==> src/rtl/qte_pkg.sv <==
// Shared types, constants and arithmetic helpers for the quaternion to Euler block.
package qte_pkg;

	// Input component width and CORDIC depth
	localparam int COMPONENT_BITS = 16;
	localparam int CORDIC_STAGES  = 16;

	// CORDIC vector width and angle width (Q.24 radians)
	localparam int CW = 38;
	localparam int ZW = 28;

	// Square root pipeline: one result bit per stage, plus the input register
	localparam int ISQ_W      = 64;
	localparam int ISQ_STAGES = 32;
	localparam int ISQ_TOP    = 62;
	localparam int LINE_LEN   = ISQ_STAGES + 1;

	// Decoupling queue depth
	localparam int FQ_DEPTH = 4;
	localparam int FQ_AW    = $clog2(FQ_DEPTH);

	localparam logic [15:0] THR_RESET = 16'd32702;

	localparam logic signed [ZW-1:0] ANG_PI      = 28'sd52707179;
	localparam logic signed [ZW-1:0] ANG_HALF_PI = 28'sd26353589;

	localparam logic signed [ZW-1:0] ATAN_LOW [8] = '{
		28'sd13176795, 28'sd7778716, 28'sd4110060, 28'sd2086331,
		28'sd1047214, 28'sd524117, 28'sd262123, 28'sd131069
	};

	typedef enum logic [1:0] {
		POLE_NONE  = 2'd0,
		POLE_NORTH = 2'd1,
		POLE_SOUTH = 2'd2,
		POLE_ZERO  = 2'd3
	} pole_t;

	typedef struct packed {
		logic signed [COMPONENT_BITS-1:0] quat_w;
		logic signed [COMPONENT_BITS-1:0] quat_x;
		logic signed [COMPONENT_BITS-1:0] quat_y;
		logic signed [COMPONENT_BITS-1:0] quat_z;
	} quat_t;

	typedef struct packed {
		logic signed [15:0] heading_angle;
		logic signed [15:0] attitude_angle;
		logic signed [15:0] bank_angle;
		pole_t              pole_case;
	} euler_t;

	// Front results waiting for the square root
	typedef struct packed {
		logic signed [15:0]   w;
		logic signed [15:0]   x;
		logic                 zero;
		logic signed [32:0]   t;
		logic [49:0]          rhs;
		logic signed [CW-1:0] hy;
		logic signed [CW-1:0] hx;
		logic signed [CW-1:0] by;
		logic signed [CW-1:0] bx;
	} fline_t;

	// Classified item handed from front to back
	typedef struct packed {
		pole_t                kind;
		logic signed [CW-1:0] hy;
		logic signed [CW-1:0] hx;
		logic signed [CW-1:0] ay;
		logic signed [CW-1:0] ax;
		logic signed [CW-1:0] by;
		logic signed [CW-1:0] bx;
	} qent_t;

	typedef struct packed {
		logic full;
		logic empty;
	} fifo_stat_t;

	// Bring a raw component to Q2.14 (floor on narrowing)
	function automatic logic signed [15:0] take_component(
		input logic signed [COMPONENT_BITS-1:0] raw);
		logic signed [47:0] e;
		e = 48'(raw);
		e = (e <<< 16) >>> COMPONENT_BITS;
		return e[15:0];
	endfunction

	// atan(2^-i) in Q.24
	function automatic logic signed [ZW-1:0] atan_entry(input int i);
		if (i < 8) begin
			return ATAN_LOW[i];
		end else if (i <= 24) begin
			return ZW'(1) <<< (24 - i);
		end
		return '0;
	endfunction

	// Trial bit of square root stage k
	function automatic logic [ISQ_W-1:0] isq_bit(input int k);
		return ISQ_W'(1) << (ISQ_TOP - 2 * k);
	endfunction

	// Q.24 to Q3.13 with rounding and saturation
	function automatic logic signed [15:0] to_q3_13(input logic signed [31:0] a);
		logic signed [31:0] r;
		r = (a + 32'sd1024) >>> 11;
		if (r > 32'sd32767) begin
			r = 32'sd32767;
		end else if (r < -32'sd32768) begin
			r = -32'sd32768;
		end
		return r[15:0];
	endfunction

endpackage

==> src/rtl/qte_fifo.sv <==
// Short register queue between front and back.
module qte_fifo import qte_pkg::*; (
	input  logic       clk,
	input  logic       arst_n,
	input  logic       push,
	input  qent_t      din,
	input  logic       pop,
	output qent_t      dout,
	output fifo_stat_t stat
);

	qent_t            entries_q [0:FQ_DEPTH-1];
	logic [FQ_AW-1:0] wr_ptr_q, rd_ptr_q;
	logic [FQ_AW:0]   cnt_q;

	// Advance pointers and count
	always_ff @(posedge clk or negedge arst_n) begin
		if (!arst_n) begin
			wr_ptr_q <= '0;
			rd_ptr_q <= '0;
			cnt_q    <= '0;
		end else begin
			if (push) begin
				wr_ptr_q <= wr_ptr_q + 1'b1;
			end
			if (pop) begin
				rd_ptr_q <= rd_ptr_q + 1'b1;
			end
			if (push && !pop) begin
				cnt_q <= cnt_q + 1'b1;
			end else if (pop && !push) begin
				cnt_q <= cnt_q - 1'b1;
			end
		end
	end

	// Store a beat
	always_ff @(posedge clk) begin
		if (push) begin
			entries_q[wr_ptr_q] <= din;
		end
	end

	assign dout       = entries_q[rd_ptr_q];
	assign stat.full  = (cnt_q == (FQ_AW+1)'(FQ_DEPTH));
	assign stat.empty = (cnt_q == '0);

endmodule

==> config.mk <==
export PLATFORM = sky130hd
export DESIGN_NAME = qte_fifo
export DESIGN_NICKNAME = d
export VERILOG_FILES = /design/src/rtl/qte_pkg.sv /design/src/rtl/qte_fifo.sv
export SDC_FILE = /design/constraint.sdc
export NUM_CORES = 1
export LEC_CHECK = 0
export BUFFER_PORTS_ARGS = -buffer_cell sky130_fd_sc_hd__buf_4
export CORE_MARGIN = 2
export CORE_UTILIZATION = 25
export CTS_CLUSTER_DIAMETER = 200
export DETAILED_ROUTE_END_ITERATION = 16
export PLACE_DENSITY_LB_ADDON = 0.1
export SYNTH_ARGS = -nofsm -noshare
export SYNTH_HDL_FRONTEND = slang
export SYNTH_SLANG_ARGS = --single-unit
==> constraint.sdc <==
create_clock -name clk -period 6 [get_ports clk]
set_clock_uncertainty 0.05 [all_clocks]
set_input_delay 1.5 -clock clk [delete_from_list [all_inputs] [get_ports clk]]
set_output_delay 1.5 -clock clk [all_outputs]
set_load 0.02 [all_outputs]
**Yosys cells after proc, flatten, opt, wreduce, memory -nomap -nowiden**

Memory sizes are Yosys's and may differ from the RTL's.
Index checks and enable logic that the tools add are counted.

- Register bits after elaboration: 7
- Bits in latches: 0
- RAM bits: 920
- Bits in read-only memories: 0
- Bits of input ports: 234
- Output and inout bits: 232
- Logic and storage cells: 19
- Memories: 1

- Add/subtract/negate cells: 4
- $mul: 0
- Div/mod/pow operators: 0
- Magnitude comparators: 0
- Equality and inequality tests: 1
- Shifts and indexed selects: 0
- Muxes and demuxes: 4
- Bitwise logic cells: 0
- Reductions and logical operators: 6

Memories:

| name | words | bits a word | read ports | clocked after Yosys merged registers in | write ports | RTL line | text |
|---|---|---|---|---|---|---|---|
| entries_q | 4 | 230 | 1 | 0 | 1 | qte_fifo.sv:12 | `qent_t entries_q [0:FQ_DEPTH-1];` |

Operators by type and width:

| kind | count |
|---|---|
| $mux W3 | 2 |
| $add A2 B1 Y2 const B | 2 |
| $add A3 B1 Y3 const B | 1 |
| $eq A3 B3 Y1 const B | 1 |
| $logic_not A3 Y1 | 1 |
| $sub A3 B1 Y3 const B | 1 |
| $logic_and A1 B1 Y1 | 2 |
| $logic_not A1 Y1 | 2 |
| $mux W1 | 2 |
| $reduce_bool A2 Y1 | 1 |

**Longest topological paths before layout**

Gate-level depths: netlist (run 1).

- Depth after elaboration: 4
- Mapped depth: 7
- Mapped depth without buffers: 7

**Worst setup path before layout (run 1)**

OpenSTA, ideal clock, no wires.

- Path type: input-to-reg
- From: in push
- To: mem entries_q[1][0] (netlist bit), enable pin
- Setup time: 0.619 ns
- Arrival time: 6.706 ns
- Data required time: 5.331 ns
- Path slack: -1.375 ns
- Stages on the path: 1
- Path buffers: 0
- Cells stage by stage: and2_1

- Cells in the longest elaborated chain, start to end: 2

RTL lines:

| item | RTL line | text |
|---|---|---|
| start: declaration | qte_fifo.sv:5 | `input logic push,` |
| $mux W1 | qte_fifo.sv:39 | `if (push) begin` |
| $mux W1 (not written as such) | qte_fifo.sv:40 | `entries_q[wr_ptr_q] <= din;` |
| end: declaration | qte_fifo.sv:12 |  |

Every way passes these cells.

==> metrics.md, run 1 <==
| Metric | Value |
|---|---|
| Outcome | completed |
| I/O Pins | 466 |
| Fin crit share | 76.5% |
| Reg2Reg Depth | 4 |
| Cell Area, Synth | 0.0336 mm2 |
| Die ar. | 0.137 mm2 |
| Die Y-Extent | 371 um |
| Largest net degree at the start of global routing | 89 |
| Worst Hold Launch | cnt_q[2] |
| Max_cap viols | 0 |
| Fin. max-slew vios | 0 |
| Htree depth | 3 |
| Gate Count Post-Synth | 1236 |
| Critical Path End Type | output port |
| Worst Hold End | cnt_q[2] |
| P_leak | 0.0141 uW |
| CTS tree | built |
| Worst R2R Setup Slack | about 3.6 ns |
| Sequential power share | 39.6% |
| IO buf count | around 470 |
| Period minus WS final | approximately 4.6 ns |
| FF+latch count, synth | 927 |
| Core Box Area | about 0.13 mm2 |
| Via Count | roughly 15000 |
| Pint | 15100 uW |
| Syn. warnings | 0 |
| DRT antenna net count | 0 |
| CP Data Required Time | 4.45 ns |
| Worst-Skew Late Latency | around 0.70 ns |
| Total GRT Usage | 12.2% |
| Drt pass-1 iters | 4 |
| First-pass GRT wire length | roughly 120000 um |
| Adder and majority cell fraction of the synthesized area | 0.246% |
| Number of remaining DRC errors | 0 |
| Seq/Total Area, Yosys | 82.8% |
| Initial core utilization | 25.2% |
| Cell row count | 134 |
| RSZ-0062 raised after global routing | false |
| Root Buffer | clkbuf_16 |
| Post-synthesis net count | 1476 |
| CP startpoint kind | flop |
| Net Sw Frac | 32.1% |
| Max_slew headroom | 37.1% |
| Clock Power Share | 27.0% |
| Post-synthesis simple-gate area fraction | less than 1% |
| Largest family of logic cells by synthesized area | multiplexers |
| Placer congestion estimate | 0.682 |
| Routed length per instance | 23.0 um |
| CP arrival | 3.04 ns |
| Fin Setup TNS | 0 ns |
| RR Endpoint | entries_q[1][71] |
| Cell area after layout | 0.0426 mm2 |
| Drt first-iter violations | 900 |
| Clock Sink Count | 927 |
| Setup-failing EPs final | 0 |
| Commonest cells after routing, fill and taps aside | edfxtp_1 (920), buf_4 (483), mux4_2 (230) |
| Psw | 7160 uW |
| Setup Buffers After CTS | 0 |
| Total CTS buffers | 108 |
| Initial antenna violation count | 15 |
| Longest Clk Path Bufs | 3 |
| Kind of critical path | flop to output port |
| Layout cell share with drive strength beyond 1 | 46.3% |
| WL final | 84100 um |
| Critical-path maximum fanout | 34 |
| Power Density | around 520 mW/mm2 |
| Cts hold-fix bufs | 0 |
| Synth Area in XOR/XNOR | less than 1% |
| Yosys cell types | 18 |
| Final hold vios | 0 |
| Slew @ Worst Pin | around 0.94 ns |
| Worst r2r src | wr_ptr_q[1] |
| Die X | 371 um |
| Multiplexer area fraction after synthesis | 15.5% |
| Compound-Gate Fraction of Synth Area | 0.0149% |
| Vias per inst | between 4 and 5 |
| Resized cells post-CTS | 0 |
| Post-synthesis area per instance | about 27 um2 |
| Number of global-route vias before repair | about 17000 |
| Hold path cells | 1 |
| VDD IR max | 0.000296 V |
| Area delta synth->final | 26.9% |
| Clk slew on worst S/H paths | 0.06 ns |
| Fmax | 218 MHz |
| Hold WC Path Type | flop to flop |
| Total grt overflow | 0 |
| Detail Placement HPWL | 50800 um |
| Placed cell areas | roughly 0.04 mm2 |
| Power share of the combinational group | roughly a third |
| Commonest non-fill, non-tap cell in the layout | edfxtp_1 |
| Final net count | just over 2000 |
[flip-flops by register name, summed over array words and instances (netlist names)]
name and flops:
cnt_q 3, rd_ptr_q 2, entries_q 920, wr_ptr_q 2
[logic make-up after synthesis]
family                   Yosys count
flip-flops                       927
buffers and inverters             56
adder cells (fa/ha/maj)            6
XOR/XNOR                           6
multiplexers                     231
AO/OA/AOI/OAI                      1
AND/OR/NAND/NOR                    9
[critical path, cell delays in order, from the launching register on]
cell and delay, ns:
dfrtp_4 0.97, buf_4 0.48, mux4_2 0.58, buf_4 0.18
[metrics by stage]
step | utilization, % | hold slack (ns) | setup WS (ns) | total power, uW | cells
after floorplan | - | 0.406 | 1.17 | 13400 | 1236
after global placement | 29.5 | 0.426 | 2.00 | 16700 | 3451
after global routing | 31.9 | 0.469 | 1.14 | 23400 | 3650
after detailed placement | 29.5 | 0.429 | 1.98 | 16700 | 3451
final | 31.9 | 0.446 | 1.41 | 22300 | 3653
after CTS | 31.9 | 0.441 | 1.18 | 22900 | 3649
[worst max path at each step]
stage	start	end	slack (ns)	cells past startpoint
finish	rd_ptr_q[0]	dout[30]	1.41	3
floorplan	push	entries_q[3][0]	1.17	1
global placement	rd_ptr_q[0]	dout[45]	2.00	3
global route	rd_ptr_q[0]	dout[30]	1.14	3
detailed placement	rd_ptr_q[0]	dout[30]	1.98	3
CTS	rd_ptr_q[0]	dout[30]	1.18	3
[power by group through the flow]
stage               Clock (uW)  Sequential [uW]  Combinational, uW
finish                    6010             8820               7440
floorplan                    0             8880               4530
global route              6500             8940               8010
global placement             0             8940               7780
CTS                       6270             8860               7780
detailed placement           0             8990               7760
[final cells by class]
type / instances / area (um2)
Antenna cell: 4 / 10.0
Sequential cell: 927 / 27800
Clock buffer: 151 / 2900
Tap cell: 1768 / 2210
Inverter: 4 / 15.0
Fill cell: 12900 / 90800
Multi-Input combinational cell: 253 / 5390
Clock inverter: 47 / 338
Timing Repair Buffer: 499 / 3950
[synthesized netlist by cell type]
cell type | n | area, um2
mux4_2 | 230 | 5180
nor2_1 | 1 | 3.75
mux2_2 | 1 | 11.3
nor3b_1 | 1 | 7.51
buf_2 | 25 | 125
inv_1 | 4 | 15.0
buf_6 | 21 | 236
fa_1 | 1 | 20.0
dfrtp_1 | 7 | 175
and2_1 | 4 | 25.0
xor2_1 | 4 | 35.0
ha_1 | 5 | 62.6
nand2_1 | 2 | 7.51
nor3_1 | 1 | 5.00
edfxtp_1 | 920 | 27600
clkbuf_1 | 6 | 22.5
xnor2_1 | 2 | 17.5
o21ai_0 | 1 | 5.00
[metal layers]
metal | GRT usage [%] | routed length [um] | vias up
li1 | - | - | 6536
met1 | 14.8 | 34100 | 8066
met2 | 19.6 | 40500 | 400
met3 | 5.26 | 7380 | 159
met4 | 3.59 | 2030 | 22
met5 | 0 | 135 | -
No activity file was read; power rests on OpenSTA's default activity.
==> run 2, diff against run 1 <==
==> constraint.sdc (replaced) <==
create_clock -name clk -period 4.2 [get_ports clk]
set_clock_uncertainty 0.05 [all_clocks]
set_input_delay 1.05 -clock clk [delete_from_list [all_inputs] [get_ports clk]]
set_output_delay 1.05 -clock clk [all_outputs]
set_load 0.02 [all_outputs]
==> metrics.md, run 2 (synthesized netlist as in run 1, its figures left out) <==
| Metric | Value |
|---|---|
| Longest Clk Path Bufs | 3 (unchanged) |
| Fin crit share | 88.4% |
| Number of remaining DRC errors | 0 (unchanged) |
| Resized cells post-CTS | 0 (unchanged) |
| Initial antenna violation count | 18 (+3) |
| Drt pass-1 iters | 6 (+2) |
| Clock Sink Count | 927 (unchanged) |
| Total CTS buffers | 109 (+0.93%) |
| Cell row count | 134 (unchanged) |
| Total grt overflow | 0 (unchanged) |
| Via Count | 15200 (-0.033%) |
| Commonest non-fill, non-tap cell in the layout | edfxtp_1 |
| Root Buffer | clkbuf_16 |
| Setup-failing EPs final | 0 (unchanged) |
| DRT antenna net count | 0 (unchanged) |
| RSZ-0062 raised after global routing | false |
| Final hold vios | 0 (unchanged) |
| IO buf count | 465 (unchanged) |
| CP startpoint kind | flop |
| Setup Buffers After CTS | 0 (unchanged) |
| Max_slew headroom | 49.8% (+13 points) |
| Die Y-Extent | 371 um (unchanged) |
| Vias per inst | 4.12 (-0.95%) |
| CP Data Required Time | 3.10 ns (-1.35 ns) |
| Die ar. | 0.137 mm2 (unchanged) |
| Max reg flops | 920 (unchanged) |
| I/O Pins | 466 (unchanged) |
| Fmax | 269 MHz |
| Final net count | 2065 (+1.6%) |
| Number of global-route vias before repair | 16700 (+0.34%) |
| Core Box Area | 0.133 mm2 (unchanged) |
| Worst-Skew Late Latency | 0.70 ns (about the same) |
| Largest Register | entries_q |
| First-pass GRT wire length | 119000 um (-0.90%) |
| Slew @ Worst Pin | 0.753 ns (-0.190 ns) |
| Max_cap viols | 0 (unchanged) |
| Htree depth | 3 (unchanged) |
| Cts hold-fix bufs | 0 (unchanged) |
| Clk slew on worst S/H paths | 0.06 ns (about the same) |
| P_leak | 0.0145 uW (+2.4%) |
| Fin. max-slew vios | 0 (unchanged) |
| Layout cell share with drive strength beyond 1 | 48.2% (+1.9 points) |
| Drt first-iter violations | 726 (-19%) |
| Fin Setup TNS | 0 ns (unchanged) |
| CTS tree | built |
| Placer congestion estimate | 0.733 (+7.4%) |
| Crit-path cells | buf_12 -> mux4_2 -> buf_4 |
| Kind of critical path | flop to output port |
| Routed length per instance | 22.8 um (-1.1%) |
| Outcome | completed |
| Hold WC Path Type | input port to asynchronous set/reset pin |
| WL final | 84000 um (-0.13%) |
| Period minus WS final | 3.71 ns |
| Largest net degree at the start of global routing | 67 (-25%) |
| Reg area | 0.0278 mm2 (unchanged) |
| Fillers | 12800 (-0.45%) |
| Die X | 371 um (unchanged) |
| Slowest-stage cell, CP | dfrtp_4 |
| Multi-input gate area | 0.00539 mm2 (unchanged) |
| Total GRT Usage | 12.1% (-0.052 points) |
| VDD IR max | 0.000386 V (+30%) |
| Critical-path maximum fanout | 44 (+29%) |
| Leading registers by flop count | entries_q (920), cnt_q (3) |
| Area delta synth->final | 28.8% |
| Initial core utilization | 25.2% (unchanged) |
| Critical Path Max Stage Delay | 0.85 ns (-0.12 ns) |
| Detail Placement HPWL | 53400 um (+5.0%) |
| Critical Path End Type | output port |
| Hold slack | 0.103 ns (-0.343 ns) |
| Power Density | 752 mW/mm2 (+44%) |
| Commonest cells after routing, fill and taps aside | edfxtp_1 (920), buf_4 (498), mux4_2 (230) |
| CP arrival | 2.61 ns (-0.43 ns) |
## run 2: changes by cell type in the layout (fill, tap and decap cells not counted), sizes merged
| cell | before | now |
|---|---|---|
| buf | 499 | 530 |
| bufinv | 3 | 8 |
| clkbuf | 151 | 141 |
| clkinv | 38 | 43 |
| clkinvlp | 3 | 4 |
| diode | 4 | 5 |
| inv | 7 | 8 |
## run 2: worst paths after layout
kind,start,endpoint,slack [ns],cells past startpoint
min in group clk,cnt_q[2],cnt_q[2],0.46,1
min reg2reg,cnt_q[2],cnt_q[2],0.46,1
max reg2reg,wr_ptr_q[1],entries_q[1][50],2.05,4
min,arst_n,cnt_q[2],0.10,1
max in group asynchronous,arst_n,rd_ptr_q[1],3.84,1
max,rd_ptr_q[1],dout[152],0.49,3
## run 2: layer usage
metal | track usage [%] | share of wire [%] | vias to the layer above
met1 | 14.5 | 40 | 8008
met3 | 5.43 | 8.7 | 152
met2 | 19.7 | 48 | 403
li1 | - | - | 6583
met4 | 3.52 | 2.4 | 32
met5 | 0 | 0.26 | -
## run 2: worst max-delay path, delay by kind of cell, from the launching register on
kind                   cells  cell delay (ns)
buffers and inverters      2             0.57
muxes                      1             0.43
DFF                        1             0.85
## run 2: report_power, final
part / internal (uW) / switching, uW
sequential: 12100 / 431
clock: 5380 / 3660
combinational: 4760 / 6240
## run 2: final cells by class
class / instances / share of cell area [%]
sequential: 927 / 64.3
multi-input combinational: 253 / 12.5
timing repair buffer: 530 / 10.1
clock buffer: 141 / 6.77
tap: 1768 / 5.11
clock inverter: 59 / 1.20
inverter: 4 / 0.0347
antenna: 5 / 0.0289
## run 2: through the flow
step / instances / cell area (um2) / total power [uW] / worst slack [ns] / util [%]
floorplan: 1236 / 33600 / 19000 / 1.05 / -
global placement: 3482 / 39800 / 24100 / 1.12 / 29.8
detailed placement: 3482 / 39800 / 24200 / 1.11 / 29.8
CTS: 3682 / 43300 / 33400 / 0.297 / 32.4
global route: 3682 / 43300 / 34200 / 0.307 / 32.4
finish: 3687 / 43300 / 32500 / 0.486 / 32.4
